## src/hcc_pkg.sv

```systemverilog
// ----------------------------------------------------------------------------
// hcc_pkg
// Shared constants and types for the Hilbert curve converter: field widths,
// command codes, configuration reset value and the per-level orientation.
// ----------------------------------------------------------------------------
package hcc_pkg;

    // field widths
    localparam int COORD_W = 16;
    localparam int DIST_W  = 32;
    localparam int ORDER_W = 5;
    localparam int TDATA_W = 2 * COORD_W + DIST_W;

    // default largest order and reset value of the order register
    localparam int                  MAX_ORDER_DEF  = 16;
    localparam logic [ORDER_W-1:0]  GRID_ORDER_RST = 5'd16;

    // command codes carried on tuser
    localparam logic CMD_ENCODE = 1'b0;
    localparam logic CMD_DECODE = 1'b1;

    // orientation of the sub-square seen at one level:
    // sw swaps the two axes, iv complements both
    typedef struct packed {
        logic sw;
        logic iv;
    } hcc_orient_t;

endpackage

```

## src/hcc_level.sv

```systemverilog
// ----------------------------------------------------------------------------
// hcc_level
// One level of the Hilbert walk. Maps a coordinate bit pair to a quadrant
// code (encode) or a quadrant code to a bit pair (decode) under the current
// orientation, and passes the updated orientation to the next lower level.
// ----------------------------------------------------------------------------
module hcc_level (
    input  logic                 active_i,   // level lies inside the grid
    input  logic                 cmd_i,
    input  logic                 x_i,
    input  logic                 y_i,
    input  logic [1:0]           q_i,
    input  hcc_pkg::hcc_orient_t orient_i,
    output hcc_pkg::hcc_orient_t orient_o,
    output logic                 x_o,
    output logic                 y_o,
    output logic [1:0]           q_o
);

    logic rx;
    logic ry;
    logic xc;
    logic yc;
    logic a;
    logic b;

    // coordinate bits in the rotated frame of this level
    assign xc = (orient_i.sw ? y_i : x_i) ^ orient_i.iv;
    assign yc = (orient_i.sw ? x_i : y_i) ^ orient_i.iv;

    // quadrant bits in the current frame, from either side
    always_comb begin
        if (cmd_i == hcc_pkg::CMD_ENCODE) begin
            rx = xc;
            ry = yc;
        end else begin
            rx = q_i[1];
            ry = q_i[0] ^ q_i[1];
        end
    end

    // decode: back to the unrotated frame
    assign a = rx ^ orient_i.iv;
    assign b = ry ^ orient_i.iv;

    // outputs, zero outside the grid
    assign q_o = active_i ? {rx, rx ^ ry} : 2'b00;
    assign x_o = active_i & (orient_i.sw ? b : a);
    assign y_o = active_i & (orient_i.sw ? a : b);

    // lower quadrants rotate when ry is clear, and flip when rx is also set
    always_comb begin
        orient_o = orient_i;
        if (active_i && !ry) begin
            orient_o.sw = ~orient_i.sw;
            orient_o.iv = orient_i.iv ^ rx;
        end
    end

endmodule

```

## src/hcc_datapath.sv

```systemverilog
// ----------------------------------------------------------------------------
// hcc_datapath
// Chain of level cells from the top level down. The orientation ripples
// through the chain; each cell produces its quadrant code and bit pair.
// Levels at or above the order pass the orientation on unchanged and give zero bits.
// ----------------------------------------------------------------------------
module hcc_datapath #(
    parameter int MAX_ORDER = hcc_pkg::MAX_ORDER_DEF
) (
    input  logic                         cmd_i,
    input  logic [hcc_pkg::ORDER_W-1:0]  order_i,
    input  logic [hcc_pkg::COORD_W-1:0]  x_i,
    input  logic [hcc_pkg::COORD_W-1:0]  y_i,
    input  logic [hcc_pkg::DIST_W-1:0]   dist_i,
    output logic [hcc_pkg::COORD_W-1:0]  x_o,
    output logic [hcc_pkg::COORD_W-1:0]  y_o,
    output logic [hcc_pkg::DIST_W-1:0]   dist_o
);

    hcc_pkg::hcc_orient_t orient [1:MAX_ORDER];
    logic                 x_lv   [MAX_ORDER];
    logic                 y_lv   [MAX_ORDER];
    logic [1:0]           q_lv   [MAX_ORDER];
    logic [hcc_pkg::COORD_W-1:0] x_raw;
    logic [hcc_pkg::COORD_W-1:0] y_raw;
    logic [hcc_pkg::DIST_W-1:0]  d_raw;

    // top level starts in the plain orientation
    assign orient[MAX_ORDER] = '0;

    // one cell per level
    for (genvar l = 0; l < MAX_ORDER; l++) begin : g_lvl
        logic       xb;
        logic       yb;
        logic [1:0] qb;
        logic       act;

        assign act = (hcc_pkg::ORDER_W'(l) < order_i);

        if (l < hcc_pkg::COORD_W) begin : g_in
            assign xb = x_i[l];
            assign yb = y_i[l];
            assign qb = dist_i[2*l+1 -: 2];
        end else begin : g_zero
            assign xb = 1'b0;
            assign yb = 1'b0;
            assign qb = 2'b00;
        end

        if (l > 0) begin : g_mid
            hcc_level u_level (
                .active_i (act),
                .cmd_i    (cmd_i),
                .x_i      (xb),
                .y_i      (yb),
                .q_i      (qb),
                .orient_i (orient[l+1]),
                .orient_o (orient[l]),
                .x_o      (x_lv[l]),
                .y_o      (y_lv[l]),
                .q_o      (q_lv[l])
            );
        end else begin : g_last
            hcc_level u_level (
                .active_i (act),
                .cmd_i    (cmd_i),
                .x_i      (xb),
                .y_i      (yb),
                .q_i      (qb),
                .orient_i (orient[l+1]),
                .orient_o (),
                .x_o      (x_lv[l]),
                .y_o      (y_lv[l]),
                .q_o      (q_lv[l])
            );
        end
    end

    // gather result bits; bits beyond the chain are zero
    for (genvar l = 0; l < hcc_pkg::COORD_W; l++) begin : g_out
        if (l < MAX_ORDER) begin : g_bit
            assign x_raw[l]         = x_lv[l];
            assign y_raw[l]         = y_lv[l];
            assign d_raw[2*l+1 -: 2] = q_lv[l];
        end else begin : g_pad
            assign x_raw[l]         = 1'b0;
            assign y_raw[l]         = 1'b0;
            assign d_raw[2*l+1 -: 2] = 2'b00;
        end
    end

    // unused result fields read as zero
    assign x_o    = (cmd_i == hcc_pkg::CMD_DECODE) ? x_raw : '0;
    assign y_o    = (cmd_i == hcc_pkg::CMD_DECODE) ? y_raw : '0;
    assign dist_o = (cmd_i == hcc_pkg::CMD_ENCODE) ? d_raw : '0;

endmodule

```

## src/hilbert_curve_converter_unit.sv

```systemverilog
// ----------------------------------------------------------------------------
// hilbert_curve_converter_unit
// Converts grid coordinates to Hilbert curve distance and back.
// ----------------------------------------------------------------------------
// Usage:
//   s_ channel: one transaction per conversion. s_tuser selects encode
//   (coordinates to distance) or decode (distance to coordinates).
//   m_ channel: exactly one result transaction per input transaction,
//   in order. Encode leaves x and y zero, decode leaves distance zero.
//   cfg channel: sets the grid order (log2 of the side), saturated to
//   MAX_ORDER; always ready. Write it only while no conversion is in flight.
// Timing:
//   m_tvalid rises once an accepted input has passed one input register,
//   then the chain of MAX_ORDER level cells feeding the result register.
//   Throughput is one transaction per cycle while the receiver does not
//   stall; the level chain between the two registers sets the clock period.
// Reset and stall:
//   reset empties both registers and sets the order to 16. When the
//   receiver stalls, the result holds and the input register fills; s_tready
//   then drops until m_tready returns.
// ----------------------------------------------------------------------------
module hilbert_curve_converter_unit #(
    parameter int MAX_ORDER = hcc_pkg::MAX_ORDER_DEF
) (
    input  logic                         aclk,
    input  logic                         aresetn,
    // configuration write
    input  logic                         cfg_valid,
    output logic                         cfg_ready,
    input  logic [hcc_pkg::ORDER_W-1:0]  cfg_data,      // grid_order
    // input stream
    input  logic                         s_tvalid,
    output logic                         s_tready,
    input  logic [hcc_pkg::TDATA_W-1:0]  s_tdata,       // in_x, in_y, in_dist
    input  logic                         s_tuser,       // cmd
    // result stream
    output logic                         m_tvalid,
    input  logic                         m_tready,
    output logic [hcc_pkg::TDATA_W-1:0]  m_tdata        // out_x, out_y, out_dist
);

    localparam int CW = hcc_pkg::COORD_W;
    localparam int DW = hcc_pkg::DIST_W;

    logic [hcc_pkg::ORDER_W-1:0] grid_order_reg;
    logic [hcc_pkg::ORDER_W-1:0] order_eff;

    logic                        in_vld_reg;
    logic                        in_vld_next;
    logic                        in_cmd_reg;
    logic [CW-1:0]               in_x_reg;
    logic [CW-1:0]               in_y_reg;
    logic [DW-1:0]               in_dist_reg;

    logic                        out_vld_reg;
    logic                        out_vld_next;
    logic [CW-1:0]               out_x_reg;
    logic [CW-1:0]               out_y_reg;
    logic [DW-1:0]               out_dist_reg;

    logic                        stg_ready;
    logic [CW-1:0]               x_res;
    logic [CW-1:0]               y_res;
    logic [DW-1:0]               d_res;

    // configuration register
    assign cfg_ready = 1'b1;

    always_ff @(posedge aclk) begin
        if (!aresetn) begin
            grid_order_reg <= hcc_pkg::GRID_ORDER_RST;
        end else if (cfg_valid && cfg_ready) begin
            grid_order_reg <= cfg_data;
        end
    end

    // order saturates at the largest supported order
    assign order_eff = (grid_order_reg > hcc_pkg::ORDER_W'(MAX_ORDER))
                     ? hcc_pkg::ORDER_W'(MAX_ORDER) : grid_order_reg;

    // pipeline handshake
    assign stg_ready    = !out_vld_reg || m_tready;
    assign s_tready     = !in_vld_reg || stg_ready;
    assign in_vld_next  = s_tready ? s_tvalid : in_vld_reg;
    assign out_vld_next = stg_ready ? in_vld_reg : out_vld_reg;

    always_ff @(posedge aclk) begin
        if (!aresetn) begin
            in_vld_reg  <= 1'b0;
            out_vld_reg <= 1'b0;
        end else begin
            in_vld_reg  <= in_vld_next;
            out_vld_reg <= out_vld_next;
        end
    end

    // input register
    always_ff @(posedge aclk) begin
        if (s_tvalid && s_tready) begin
            in_cmd_reg  <= s_tuser;
            in_x_reg    <= s_tdata[CW-1:0];
            in_y_reg    <= s_tdata[2*CW-1:CW];
            in_dist_reg <= s_tdata[2*CW+DW-1:2*CW];
        end
    end

    // level chain
    hcc_datapath #(
        .MAX_ORDER (MAX_ORDER)
    ) u_datapath (
        .cmd_i   (in_cmd_reg),
        .order_i (order_eff),
        .x_i     (in_x_reg),
        .y_i     (in_y_reg),
        .dist_i  (in_dist_reg),
        .x_o     (x_res),
        .y_o     (y_res),
        .dist_o  (d_res)
    );

    // result register
    always_ff @(posedge aclk) begin
        if (in_vld_reg && stg_ready) begin
            out_x_reg    <= x_res;
            out_y_reg    <= y_res;
            out_dist_reg <= d_res;
        end
    end

    assign m_tvalid = out_vld_reg;
    assign m_tdata  = {out_dist_reg, out_y_reg, out_x_reg};

endmodule

```

## config.mk

```make
export PLATFORM = sky130hd
export DESIGN_NAME = hilbert_curve_converter_unit
export DESIGN_NICKNAME = d
export VERILOG_FILES = /design/src/hcc_pkg.sv /design/src/hcc_level.sv /design/src/hcc_datapath.sv /design/src/hilbert_curve_converter_unit.sv
export SDC_FILE = /design/constraint.sdc
export NUM_CORES = 1
export LEC_CHECK = 0
export ABC_AREA = 1
export ABC_CLOCK_PERIOD_IN_PS = 9120
export BUFFER_PORTS_ARGS = -buffer_cell sky130_fd_sc_hd__buf_2
export CORE_AREA = 3 3 132 134
export CTS_CLUSTER_SIZE = 20
export DETAILED_ROUTE_END_ITERATION = 6
export DIE_AREA = 0 0 135 137
export PLACE_DENSITY = 0.78
export SLEW_MARGIN = 40
export SYNTH_ARGS = -nofsm -noshare
export SYNTH_HDL_FRONTEND = slang
export SYNTH_SLANG_ARGS = --single-unit
```

## constraint.sdc

```tcl
create_clock -name aclk -period 9.12 [get_ports aclk]
set_input_delay 0.456 -clock aclk [delete_from_list [all_inputs] [get_ports aclk]]
set_output_delay 0.456 -clock aclk [all_outputs]
set_load 0.01 [all_outputs]
```

==> flow_metrics.py <==
metrics = {
    "status": {
        "violations": "negative setup slack",
        "outcome": "finished with violations",
    },
    "worst_setup_path": {
        "rr_startpoint": "in_dist_reg[31]",
        "path_buf_inv": 2,
        "cp-startpoint": "in_dist_reg[31]",
        "crit_path_end_kind": "flop",
        "startpoint_type": "flop",
        "crit_family": "simple AND/OR/NAND/NOR gates",
        "critPathMaxStageDelay_ps": 430,
        "cp_max_fo": 5,
        "cp_data_arrival_time_ps": 10310,
        "crit_slowest_cell": "edfxtp_1",
        "crit_type": "flop to flop",
        "required_ps": 9310,
        "cp_common_cell": "nand2_2",
    },
    "detailed_routing": {
        "wl_met2_mm": 11.3,
        "met3WireLength_mm": 1.34,
        "drt_iter0_drc": 414,
        "dr.pass1.iters": 6,
        "antenna_left": 0,
        "vias": 7520,
        "drc": 0,
        "via_per_inst": 5.38,
        "met1_length_mm": 8.62,
        "drt_wl_total_mm": 21.9,
        "wl_per_cell_microns": 15.7,
        "topRoutingLayerUsed": "met4",
    },
    "clock_tree": {
        "root_buffer": "clkbuf_16",
        "cts_tree": "yes",
        "cts_num_sinks": 136,
        "clk_latency_ps": 440,
        "clk_pin_slew_ps": 60,
        "cts_buffers": 17,
        "clk_path_buf_depth": 2,
        "htreeDepth": 4,
    },
    "yosys": {
        "synth-seq-cells": 136,
        "ys_warn_count": 0,
        "synthCells": 932,
        "netlist_area_sq_um": 8410,
        "synth_edf_count": 129,
        "syn_area_per_cell_sq_um": 9.02,
        "ys.flop_type": "edfxtp_1",
        "synth_nets": 1007,
        "async_flop_share": 0,
        "seq_area_frac_synth": 0.477,
        "ys_types": 42,
    },
    "power_and_ir_drop": {
        "power_density_nw_per_um2": 362,
        "p_leak_nw": 5.13,
        "vdd_drop_max_uv": 279,
    },
    "sta": {
        "fin_skew_ps": 15.0,
        "clock.fmax_mhz": 98.8,
        "timing.hold.ws_ps": 188,
        "final-max-slew-violation-count": 0,
        "hold_viol_final": 0,
        "setup_viol": 8,
        "fin_crit_sh": 1.11,
        "fin_setup_tns_ps": -5210,
        "rsz0062_at_grt": "yes",
        "maxSlewHeadroom": 0.430,
        "period_minus_slack_ps": 10120,
        "final.setup.worst_slack_ps": -998,
        "worst_pin_slew_ps": 846,
    },
    "finish": {
        "final_layout_size_suffix_gt1_frac": 0.466,
        "area.growth.synth_to_final_pct": 34.2,
        "n_antenna_cell": 0,
        "stdcell_count": 1397,
        "nets": 1239,
        "fillers": 1174,
    },
    "floorplanning": {
        "die_w_microns": 135,
        "num_rows": 47,
        "io_pins": 142,
        "initial_utilization": 0.513,
        "core_area_sq_um": 16400,
        "dieArea_sq_um": 18500,
        "dieHeight_microns": 137,
    },
    "placement": {
        "port-buffer-count": 140,
        "dpl.hpwl_mm": 14.0,
        "place_inst": 1333,
        "gp_congestion": 0.900,
    },
    "global_routing": {
        "antenna_found_initial": 0,
        "grt_start_max_net_pins": 46,
        "grt-ovfl-total": 0,
        "grt_pass1_wl_mm": 31.6,
        "grt_pass1_vias": 6912,
        "track_usage": 0.217,
    },
    "job": {
        "max_cap_violations": 0,
    },
    "hold_path": {
        "worstHoldStart": "s_tdata[28]",
        "hp-class": "primary input to flop",
    },
}
==> worst paths after layout <==
check	endpoint	slack (ps)	cells past startpoint
min	in_y_reg[12]	190	1
min reg2reg	grid_order_reg[2]	510	2
max reg2reg	out_y_reg[0]	-1000	95
max	out_y_reg[0]	-1000	95
==> layout make-up <==
| cell class | instances | area [sq um] | share of cell area |
|---|---|---|---|
| flip-flops and latches | 136 | 4020 | 0.356 |
| multi-input cells | 683 | 4590 | 0.406 |
| inverters | 98 | 403 | 0.0357 |
| well taps | 220 | 275 | 0.0244 |
| clock inverters | 15 | 199 | 0.0176 |
| clock buffers | 17 | 425 | 0.0377 |
| repair buffers | 228 | 1380 | 0.122 |
==> power breakdown <==
part | internal [mW] | total [mW] | switching [mW]
registers | 0.796 | 0.825 | 0.0281
clock network | 0.458 | 0.735 | 0.278
logic | 1.00 | 2.53 | 1.53
total | 2.25 | 4.09 | 1.84
==> repair_timing <==
| item | CTS | global route |
|---|---|---|
| pin swaps | 1 | 96 |
| gates resized for setup | 21 | 148 |
| cloned | 0 | 0 |
| buffers inserted | 5 | 27 |
| hold buffers | 0 | 0 |
| endpoints found under the setup margin | 6 | 12 |
==> cells by family after synthesis <==
| kind of cell | Yosys count | synth area share |
|---|---|---|
| other cells | 1 | 0.000446 |
| buf+inv | 113 | 0.0616 |
| compound gates | 99 | 0.0739 |
| simple gates | 559 | 0.362 |
| flops | 136 | 0.477 |
| xor+xnor | 24 | 0.0250 |
==> cell usage after synthesis (4+ instances only) <==
| master | instances | area share |
|---|---|---|
| nor3_1 | 20 | 0.012 |
| edfxtp_1 | 129 | 0.46 |
| nand3b_1 | 6 | 0.0054 |
| clkinv_1 | 5 | 0.0022 |
| or2_2 | 13 | 0.0097 |
| nand4_1 | 17 | 0.013 |
| a21oi_1 | 29 | 0.017 |
| a211oi_1 | 9 | 0.0080 |
| nand2_2 | 79 | 0.059 |
| nand3_2 | 29 | 0.035 |
| nand3_4 | 7 | 0.015 |
| xnor2_1 | 9 | 0.0094 |
| o21ai_0 | 26 | 0.015 |
| inv_1 | 75 | 0.033 |
| nand3_1 | 94 | 0.056 |
| nand4_2 | 8 | 0.012 |
| a21o_1 | 7 | 0.0062 |
| inv_2 | 14 | 0.0062 |
| nor4_1 | 4 | 0.0030 |
| xor2_1 | 15 | 0.016 |
| nand2_1 | 182 | 0.081 |
| dfxtp_1 | 7 | 0.017 |
| buf_6 | 8 | 0.011 |
| o211ai_1 | 18 | 0.016 |
| nand2_4 | 18 | 0.024 |
| nor2_1 | 79 | 0.035 |
==> layout by cell type, fill, tap and decap left out, drive strengths merged, types with 4 or more instances in the layout <==
| master | netlist | final |
|---|---|---|
| a211oi | 9 | 9 |
| a21o | 9 | 9 |
| a21oi | 29 | 29 |
| buf | 12 | 228 |
| bufinv | 0 | 4 |
| clkbuf | 3 | 17 |
| clkinv | 6 | 11 |
| dfxtp | 7 | 7 |
| edfxtp | 129 | 129 |
| inv | 92 | 97 |
| nand2 | 279 | 279 |
| nand3 | 130 | 130 |
| nand3b | 6 | 6 |
| nand4 | 25 | 25 |
| nor2 | 82 | 82 |
| nor3 | 20 | 20 |
| nor4 | 4 | 4 |
| o211ai | 18 | 18 |
| o21ai | 30 | 30 |
| or2 | 13 | 13 |
| xnor2 | 9 | 9 |
| xor2 | 15 | 15 |
==> metrics by stage <==
| stage | cell area (sq um) | setup slack, ps | total power, mW | utilization |
|---|---|---|---|---|
| finish | 11300 | -998 | 4.09 | 0.688 |
| global route | 11300 | -1780 | 4.35 | 0.688 |
| CTS | 10500 | -370 | 3.52 | 0.637 |
| detailed placement | 9700 | -469 | 2.73 | 0.591 |
| global placement | 9680 | -162 | 2.69 | 0.590 |
| floorplan | 8410 | 354 | 2.26 | - |
==> routing by layer <==
metal,vias up,GRT usage
met4,0,0.0941
met5,-,0
met1,3510,0.265
met2,291,0.370
met3,49,0.0474
li1,3670,-
(Power assumes the default switching activity.)
